--- config.mk ---
export PLATFORM = sky130hd
export DESIGN_NAME = nmea_gga_position_extractor_core
export DESIGN_NICKNAME = d
export VERILOG_FILES = /design/src/rtl/ngga_pkg.sv /design/src/rtl/ngga_parse.sv /design/src/rtl/ngga_out_reg.sv /design/src/rtl/nmea_gga_position_extractor_core.sv
export VERILOG_INCLUDE_DIRS = /design/src /design/src/rtl
export SDC_FILE = /design/constraint.sdc
export NUM_CORES = 1
export LEC_CHECK = 0
export BUFFER_PORTS_ARGS = -buffer_cell sky130_fd_sc_hd__buf_2
export CAP_MARGIN = 40
export CORE_ASPECT_RATIO = 1.2
export CORE_MARGIN = 4
export CORE_UTILIZATION = 40
export DETAILED_ROUTE_END_ITERATION = 10
export PLACE_DENSITY_LB_ADDON = 0.08
export RECOVER_POWER = 25
export SLEW_MARGIN = 20
export SYNTH_ARGS = -nofsm -noshare
export SYNTH_HDL_FRONTEND = slang
export SYNTH_SLANG_ARGS = --single-unit
export TNS_END_PERCENT = 5
--- constraint.sdc ---
create_clock -name clk_i -period 3.2 [get_ports clk_i]
set_input_delay 0.64 -clock clk_i [delete_from_list [all_inputs] [get_ports clk_i]]
set_output_delay 0.64 -clock clk_i [all_outputs]
set_load 0.05 [all_outputs]
--- src/rtl/nmea_gga_position_extractor_core_macros.svh ---
`ifndef NMEA_GGA_POSITION_EXTRACTOR_CORE_MACROS_SVH
`define NMEA_GGA_POSITION_EXTRACTOR_CORE_MACROS_SVH

// check cons on the cycle of ante
`define NGGA_ASSERT_NOW(label, ante, cons) \
  label: assert property (@(posedge clk_i) disable iff (!rst_ni) (ante) |-> (cons)) \
    else $error("ngga check failed");

// check cons on the cycle after ante
`define NGGA_ASSERT_NEXT(label, ante, cons) \
  label: assert property (@(posedge clk_i) disable iff (!rst_ni) (ante) |=> (cons)) \
    else $error("ngga check failed");

`endif

--- src/rtl/ngga_pkg.sv ---
`timescale 1ns / 1ps
`default_nettype none

package ngga_pkg;

  localparam int MaxHeightCharsDef = 9;

  localparam logic [7:0] ChComma  = 8'h2C;
  localparam logic [7:0] ChDollar = 8'h24;

  localparam logic [3:0] LatLen = 4'd9;
  localparam logic [3:0] LonLen = 4'd10;

  localparam logic [6:0] NsPos     = 7'd23;
  localparam logic [6:0] EwPos     = 7'd50;
  localparam logic [6:0] HeightPos = 7'd63;

  localparam logic [1:0] StatusOk        = 2'd0;
  localparam logic [1:0] StatusNoHeader  = 2'd1;
  localparam logic [1:0] StatusTruncated = 2'd2;

  typedef struct packed {
    logic [7:0] rx_byte;
    logic       frame_end;
  } in_item_t;

  typedef struct packed {
    logic       write_valid;
    logic [6:0] line_position;
    logic [7:0] line_char;
    logic       frame_done;
    logic [1:0] parse_status;
  } out_item_t;

  function automatic logic [7:0] hdr_char(input logic [2:0] idx);
    logic [7:0] c;
    case (idx)
      3'd0:    c = 8'h24;
      3'd1:    c = 8'h47;
      3'd2:    c = 8'h50;
      3'd3:    c = 8'h47;
      3'd4:    c = 8'h47;
      3'd5:    c = 8'h41;
      default: c = 8'h00;
    endcase
    return c;
  endfunction

  function automatic logic [6:0] lat_pos(input logic [3:0] cnt);
    logic [6:0] p;
    if (cnt < 4'd2) begin
      p = 7'd13 + {3'd0, cnt};
    end else begin
      p = 7'd14 + {3'd0, cnt};
    end
    return p;
  endfunction

  function automatic logic [6:0] lon_pos(input logic [3:0] cnt);
    logic [6:0] p;
    if (cnt < 4'd3) begin
      p = 7'd39 + {3'd0, cnt};
    end else begin
      p = 7'd40 + {3'd0, cnt};
    end
    return p;
  endfunction

endpackage

`default_nettype wire

--- src/rtl/ngga_parse.sv ---
`timescale 1ns / 1ps
`default_nettype none

module ngga_parse #(
  parameter int MaxHeightChars = ngga_pkg::MaxHeightCharsDef
) (
  input  wire logic                clk_i,
  input  wire logic                rst_ni,
  input  wire logic                accept_i,
  input  wire ngga_pkg::in_item_t  item_i,
  output logic                     emit_o,
  output ngga_pkg::out_item_t      result_o
);
  import ngga_pkg::*;

  localparam logic [3:0] PhSearch   = 4'd0;
  localparam logic [3:0] PhSkipHdr  = 4'd1;
  localparam logic [3:0] PhSkipTime = 4'd2;
  localparam logic [3:0] PhLat      = 4'd3;
  localparam logic [3:0] PhLatSkip  = 4'd4;
  localparam logic [3:0] PhNs       = 4'd5;
  localparam logic [3:0] PhNsSkip   = 4'd6;
  localparam logic [3:0] PhLon      = 4'd7;
  localparam logic [3:0] PhLonSkip  = 4'd8;
  localparam logic [3:0] PhEw       = 4'd9;
  localparam logic [3:0] PhEwSkip   = 4'd10;
  localparam logic [3:0] PhSkipFix  = 4'd11;
  localparam logic [3:0] PhSkipSats = 4'd12;
  localparam logic [3:0] PhSkipHdop = 4'd13;
  localparam logic [3:0] PhHeight   = 4'd14;
  localparam logic [3:0] PhDone     = 4'd15;

  localparam logic [4:0] HeightMax = 5'(MaxHeightChars);

  logic [3:0] phase_q, phase_d;
  logic [2:0] hdr_q, hdr_d;
  logic [3:0] cnt_q, cnt_d;
  logic       found_q, found_d;
  logic       height_q, height_d;

  logic [7:0] b;
  logic       is_comma;
  logic [4:0] cnt_inc;
  logic       wr;
  logic [6:0] pos;
  logic [1:0] status;

  assign b        = item_i.rx_byte;
  assign is_comma = (b == ChComma);
  assign cnt_inc  = {1'b0, cnt_q} + 5'd1;

  always_comb begin
    phase_d  = phase_q;
    hdr_d    = hdr_q;
    cnt_d    = cnt_q;
    found_d  = found_q;
    height_d = height_q;
    wr       = 1'b0;
    pos      = 7'd0;
    case (phase_q)
      PhSearch: begin
        if (hdr_q < 3'd6 && b == hdr_char(hdr_q)) begin
          if (hdr_q == 3'd5) begin
            found_d = 1'b1;
            hdr_d   = 3'd0;
            phase_d = PhSkipHdr;
          end else begin
            hdr_d = hdr_q + 3'd1;
          end
        end else begin
          hdr_d = (b == ChDollar) ? 3'd1 : 3'd0;
        end
      end
      PhSkipHdr: begin
        if (is_comma) phase_d = PhSkipTime;
      end
      PhSkipTime: begin
        if (is_comma) begin
          phase_d = PhLat;
          cnt_d   = 4'd0;
        end
      end
      PhLat: begin
        if (cnt_q == 4'd0 && is_comma) begin
          phase_d = PhNs;
        end else begin
          wr  = 1'b1;
          pos = lat_pos(cnt_q);
          if (cnt_inc >= {1'b0, LatLen}) begin
            cnt_d   = 4'd0;
            phase_d = PhLatSkip;
          end else begin
            cnt_d = cnt_inc[3:0];
          end
        end
      end
      PhLatSkip: phase_d = PhNs;
      PhNs: begin
        if (!is_comma) begin
          wr  = 1'b1;
          pos = NsPos;
        end
        phase_d = PhNsSkip;
      end
      PhNsSkip: begin
        phase_d = PhLon;
        cnt_d   = 4'd0;
      end
      PhLon: begin
        if (cnt_q == 4'd0 && is_comma) begin
          phase_d = PhEw;
        end else begin
          wr  = 1'b1;
          pos = lon_pos(cnt_q);
          if (cnt_inc >= {1'b0, LonLen}) begin
            cnt_d   = 4'd0;
            phase_d = PhLonSkip;
          end else begin
            cnt_d = cnt_inc[3:0];
          end
        end
      end
      PhLonSkip: phase_d = PhEw;
      PhEw: begin
        if (!is_comma) begin
          wr      = 1'b1;
          pos     = EwPos;
          phase_d = PhEwSkip;
        end else begin
          phase_d = PhSkipFix;
        end
      end
      PhEwSkip: phase_d = PhSkipFix;
      PhSkipFix: begin
        if (is_comma) phase_d = PhSkipSats;
      end
      PhSkipSats: begin
        if (is_comma) phase_d = PhSkipHdop;
      end
      PhSkipHdop: begin
        if (is_comma) begin
          phase_d = PhHeight;
          cnt_d   = 4'd0;
        end
      end
      PhHeight: begin
        height_d = 1'b1;
        if (is_comma) begin
          phase_d = PhDone;
        end else begin
          wr    = 1'b1;
          pos   = HeightPos + {3'd0, cnt_q};
          cnt_d = cnt_inc[3:0];
          if (cnt_inc >= HeightMax) phase_d = PhDone;
        end
      end
      default: ;
    endcase

    if (!found_d) begin
      status = StatusNoHeader;
    end else if (!height_d) begin
      status = StatusTruncated;
    end else begin
      status = StatusOk;
    end
  end

  assign emit_o                 = wr || item_i.frame_end;
  assign result_o.write_valid   = wr;
  assign result_o.line_position = wr ? pos : 7'd0;
  assign result_o.line_char     = wr ? b : 8'd0;
  assign result_o.frame_done    = item_i.frame_end;
  assign result_o.parse_status  = item_i.frame_end ? status : StatusOk;

  always_ff @(posedge clk_i or negedge rst_ni) begin
    if (!rst_ni) begin
      phase_q  <= PhSearch;
      hdr_q    <= 3'd0;
      cnt_q    <= 4'd0;
      found_q  <= 1'b0;
      height_q <= 1'b0;
    end else if (accept_i) begin
      if (item_i.frame_end) begin
        phase_q  <= PhSearch;
        hdr_q    <= 3'd0;
        cnt_q    <= 4'd0;
        found_q  <= 1'b0;
        height_q <= 1'b0;
      end else begin
        phase_q  <= phase_d;
        hdr_q    <= hdr_d;
        cnt_q    <= cnt_d;
        found_q  <= found_d;
        height_q <= height_d;
      end
    end
  end

endmodule

`default_nettype wire

--- src/rtl/ngga_out_reg.sv ---
`timescale 1ns / 1ps
`default_nettype none

module ngga_out_reg (
  input  wire logic                 clk_i,
  input  wire logic                 rst_ni,
  input  wire logic                 load_i,
  input  wire ngga_pkg::out_item_t  item_i,
  output logic                      full_o,
  input  wire logic                 out_stall_i,
  output ngga_pkg::out_item_t       item_o
);
  import ngga_pkg::*;

  logic      valid_q;
  out_item_t item_q;

  always_ff @(posedge clk_i or negedge rst_ni) begin
    if (!rst_ni) begin
      valid_q <= 1'b0;
    end else if (load_i) begin
      valid_q <= 1'b1;
    end else if (!out_stall_i) begin
      valid_q <= 1'b0;
    end
  end

  always_ff @(posedge clk_i) begin
    if (load_i) begin
      item_q <= item_i;
    end
  end

  assign full_o = valid_q;
  assign item_o = item_q;

endmodule

`default_nettype wire

--- src/rtl/nmea_gga_position_extractor_core.sv ---
`timescale 1ns / 1ps
`default_nettype none
// Channel   Direction  Handshake               Payload
// in        sink       in_valid_i / in_stall_o    in_item_i  (rx_byte, frame_end)
// out       source     out_valid_o / out_stall_i  out_item_o (write, position, char, done, status)
//
// One byte per cycle unless stalled; a result shows the cycle after its byte is taken.
// The parser state updates in the same cycle the byte is taken; the result register
// is the only stage, so in_stall_o is high only while a held result is stalled.
// Bytes that produce no write and do not end the frame yield no result.
// Reset clears the parser to header search and empties the result register.

module nmea_gga_position_extractor_core #(
  parameter int MaxHeightChars = ngga_pkg::MaxHeightCharsDef
) (
  input  wire logic                 clk_i,
  input  wire logic                 rst_ni,
  input  wire logic                 in_valid_i,
  output logic                      in_stall_o,
  input  wire ngga_pkg::in_item_t   in_item_i,
  output logic                      out_valid_o,
  input  wire logic                 out_stall_i,
  output ngga_pkg::out_item_t       out_item_o
);
  import ngga_pkg::*;

  logic      accept;
  logic      emit;
  logic      full;
  out_item_t result;

  assign in_stall_o  = full && out_stall_i;
  assign accept      = in_valid_i && !in_stall_o;
  assign out_valid_o = full;

  ngga_parse #(
    .MaxHeightChars(MaxHeightChars)
  ) u_parse (
    .clk_i   (clk_i),
    .rst_ni  (rst_ni),
    .accept_i(accept),
    .item_i  (in_item_i),
    .emit_o  (emit),
    .result_o(result)
  );

  ngga_out_reg u_out_reg (
    .clk_i      (clk_i),
    .rst_ni     (rst_ni),
    .load_i     (accept && emit),
    .item_i     (result),
    .full_o     (full),
    .out_stall_i(out_stall_i),
    .item_o     (out_item_o)
  );

`include "nmea_gga_position_extractor_core_macros.svh"

  `NGGA_ASSERT_NOW(a_no_empty_result, out_valid_o && !out_item_o.frame_done, out_item_o.write_valid)
  `NGGA_ASSERT_NOW(a_status_only_at_end, out_valid_o && !out_item_o.frame_done, out_item_o.parse_status == StatusOk)
  `NGGA_ASSERT_NEXT(a_frame_end_reported, accept && in_item_i.frame_end, out_valid_o && out_item_o.frame_done)
  `NGGA_ASSERT_NOW(a_empty_never_stalls, !out_valid_o, !in_stall_o)

endmodule

`default_nettype wire
==> metrics.csv <==
stage,metric,value,unit
outcome,run_status,completed,
power_and_ir_drop,irDropWorstVdd,0.000339,V
power_and_ir_drop,power,1.96,mW
global_routing,antenna_found_initial,0,
synthesis,synth_cell_types,66,
place,portBuffers,33,
detailed_routing,vias,2297,
timing,whs,0.438,ns
timing,skew,0.0105,ns
detailed_routing,avgRoutedWirePerCell,16.5,um
global_routing,overflow,0,
clocking,cts.sinks,33,
global_routing,grt_usage,18.2,%
timing,period_share,81.6,%
die,die_area,7470,um^2
timing,slew_violations,0,
synthesis,syn_area,2460,um^2
power_and_ir_drop,leakagePower,1.13,nW
synthesis,synth_area_leader_cell,edfxtp_1,
timing,slew_headroom,36.2,%
worst_setup_path,rr_worst_depth,8,
detailed_routing,drc,0,
timing,timing.fmax,0.383,GHz
layout,syn2layout_area_growth,16.1,%
detailed_routing,ant_nets,0,
clocking,ctsLongestPathBuffers,2,
worst_hold_path,hp-class,in2async,
timing,period_minus_slack,2.61,ns
timing,layout_setup_ws,0.590,ns
synthesis,ys_seq_area_share,37.5,%
clocking,cts_hold_buf,0,
worst_setup_path,cp.required,3.43,ns
synthesis,synth.area.top_cells,"edfxtp_1, dfrtp_1, ha_1",
timing,rsz0062_at_grt,no,
clocking,cts-root-buf,clkbuf_8,
power_and_ir_drop,pwr_density_cell,686,nW/um^2
layout,final_nets,332,
global_routing,grt_max_degree,20,
place,dp_hpwl,4.87,mm
place,routabilityCongestion,0.908,
clocking,cts_buffers,5,
timing,hold_violations,0,
layout,diodes,0,
place,placed_area,2730,um^2
synthesis,netlist.area_leader.share,23.2,%
layout,drive_above_1_share,17.7,%
clocking,htree_levels,2,
synthesis,ys_warn_count,0,
detailed_routing,dr.first_iter.drc_count,159,
synthesis,ys_async_sr_fraction,42.4,%
clocking,tritoncts,built,
worst_setup_path,crit_path_start_kind,input pin,
clocking,cts_resized,0,
die,core,6010,um^2
place,place_inst,385,
die,io_pins,34,
timing,setup-violations-final,0,
global_routing,grt_pass1_wl,10.6,mm
job,max_cap_viol_count,0,
clocking,cts.reportedPaths.clkPinSlew,0.08,ns
worst_setup_path,criticalPathCategory,in2reg,
die,fp.dieH,93.9,um
worst_setup_path,path_max_fanout,19,
clocking,cts_setup_buffers,0,
layout,finalNonFillerCells,393,
timing,tightestPinTransition,0.957,ns
clocking,clk_latency,0.29,ns
synthesis,synth_ff_type,edfxtp_1,
global_routing,grt_pass1_vias,2194,
die,fp-row-count,31,
synthesis,ys_seq_elements,33,
worst_setup_path,end_kind,register,
die,start_util,40.9,%
die,die_x,79.6,um
detailed_routing,wirelength,6.48,mm
layout,post-route-util,47.5,%
detailed_routing,dr.pass1.iters,4,
synthesis,syn_area_per_cell,8.78,um^2
timing,fin_setup_tns,0,ns
detailed_routing,viasPerCell,5.84,
synthesis,syn_inst,280,
synthesis,synth-edff-count,19,
synthesis,syn-num-nets,302,
layout,finish.instance_area,2850,um^2
worst_setup_path,critPathArrivalTime,2.84,ns
place,pre_cts_ws,0.462,ns
==> final cells by class <==
type / count / area [um^2]
Sequential cell: 33 / 921
Multi-Input combinational cell: 211 / 1390
Clock buffer: 5 / 68.8
Fill cell: 575 / 3160
Tap cell: 82 / 103
Timing Repair Buffer: 45 / 250
Inverter: 14 / 52.6
Clock inverter: 3 / 65.1
==> path summary, 6_finish.rpt <==
path	slack, ns	to	start
min in group clk_i	0.56	u_parse.height_q	u_parse.height_q
max in group asynchronous	2.22	u_parse.found_q	rst_ni
worst max register to register	0.63	u_parse.cnt_q[0]	u_parse.cnt_q[1]
worst max-delay path	0.59	u_parse.cnt_q[2]	in_item_i[0]
worst min-delay path	0.44	u_parse.cnt_q[3]	rst_ni
worst min register to register	0.56	u_parse.height_q	u_parse.height_q
==> power by group <==
group | total, mW | internal (mW) | switching, mW
Sequential | 0.603 | 0.519 | 0.0835
Combinational | 0.886 | 0.329 | 0.558
Clock | 0.469 | 0.309 | 0.159
==> state kept, by name (all words and copies together) (netlist names) <==
signal / count
u_parse.cnt_q: 4
u_parse.hdr_q: 3
u_parse.found_q: 1
u_parse.height_q: 1
u_out_reg.full_o: 1
u_parse.phase_q: 4
u_out_reg.item_o: 19
==> cell families (layout without fill, tap and decap cells) <==
family / Yosys count / in the layout / share of synthesized area (%)
and+or+nand+nor: 107 / 107 / 24.2
AOI/OAI and AO/OA: 93 / 93 / 27.0
buffers and inverters: 36 / 67 / 5.96
DFF: 33 / 33 / 37.5
adders and majority gates: 9 / 9 / 4.58
xor gates and xnor gates: 2 / 2 / 0.713
==> cells in the mapped netlist (all sizes together) (2+ instances only) <==
| cell type | count |
|---|---|
| o22ai | 6 |
| o32a | 3 |
| a31oi | 4 |
| or4b | 3 |
| nor2b | 11 |
| nor4 | 2 |
| o21ai | 17 |
| inv | 14 |
| o211ai | 2 |
| nor3 | 6 |
| and4b | 2 |
| edfxtp | 19 |
| nand2 | 25 |
| a21o | 4 |
| nand3 | 3 |
| a22o | 2 |
| nand3b | 3 |
| nand4 | 5 |
| nor4b | 2 |
| and2 | 4 |
| a2111oi | 3 |
| nand2b | 7 |
| a21oi | 17 |
| dfrtp | 14 |
| a211o | 2 |
| o21a | 5 |
| a211oi | 5 |
| or3 | 6 |
| o221ai | 4 |
| o311a | 2 |
| buf | 5 |
| clkbuf | 17 |
| a32oi | 2 |
| nor2 | 20 |
| ha | 9 |
==> worst max-delay path, cell delays in order <==
cell and delay, ns:
clkbuf_1 0.69, inv_1 0.29, o221ai_1 0.15, o311a_1 0.24, o21ai_1 0.18, or4b_1 0.57, nand2_1 0.07
==> placed cells by master, fill, tap and decap left out, drive strengths merged, types with 3 or more instances in the layout <==
| master | n |
|---|---|
| buf | 38 |
| nand2 | 25 |
| nor2 | 20 |
| edfxtp | 19 |
| o21ai | 17 |
| a21oi | 17 |
| inv | 14 |
| dfrtp | 14 |
| clkbuf | 12 |
| nor2b | 11 |
| ha | 9 |
| nand2b | 7 |
| nor3 | 6 |
| or3 | 6 |
| o22ai | 6 |
| o21a | 5 |
| a211oi | 5 |
| nand4 | 5 |
| a31oi | 4 |
| o221ai | 4 |
| and2 | 4 |
| a21o | 4 |
| nand3 | 3 |
| nand3b | 3 |
| a2111oi | 3 |
| o32a | 3 |
| or4b | 3 |
==> per-layer routing <==
metal  GRT usage, %  vias to the layer above  wire, um
li1               -                     1119         -
met1           21.8                     1072      2720
met2           31.8                       91      3250
met3           2.98                       15       343
met4           7.74                        0       159
met5              0                        -         0
(Power assumes the default switching activity.)
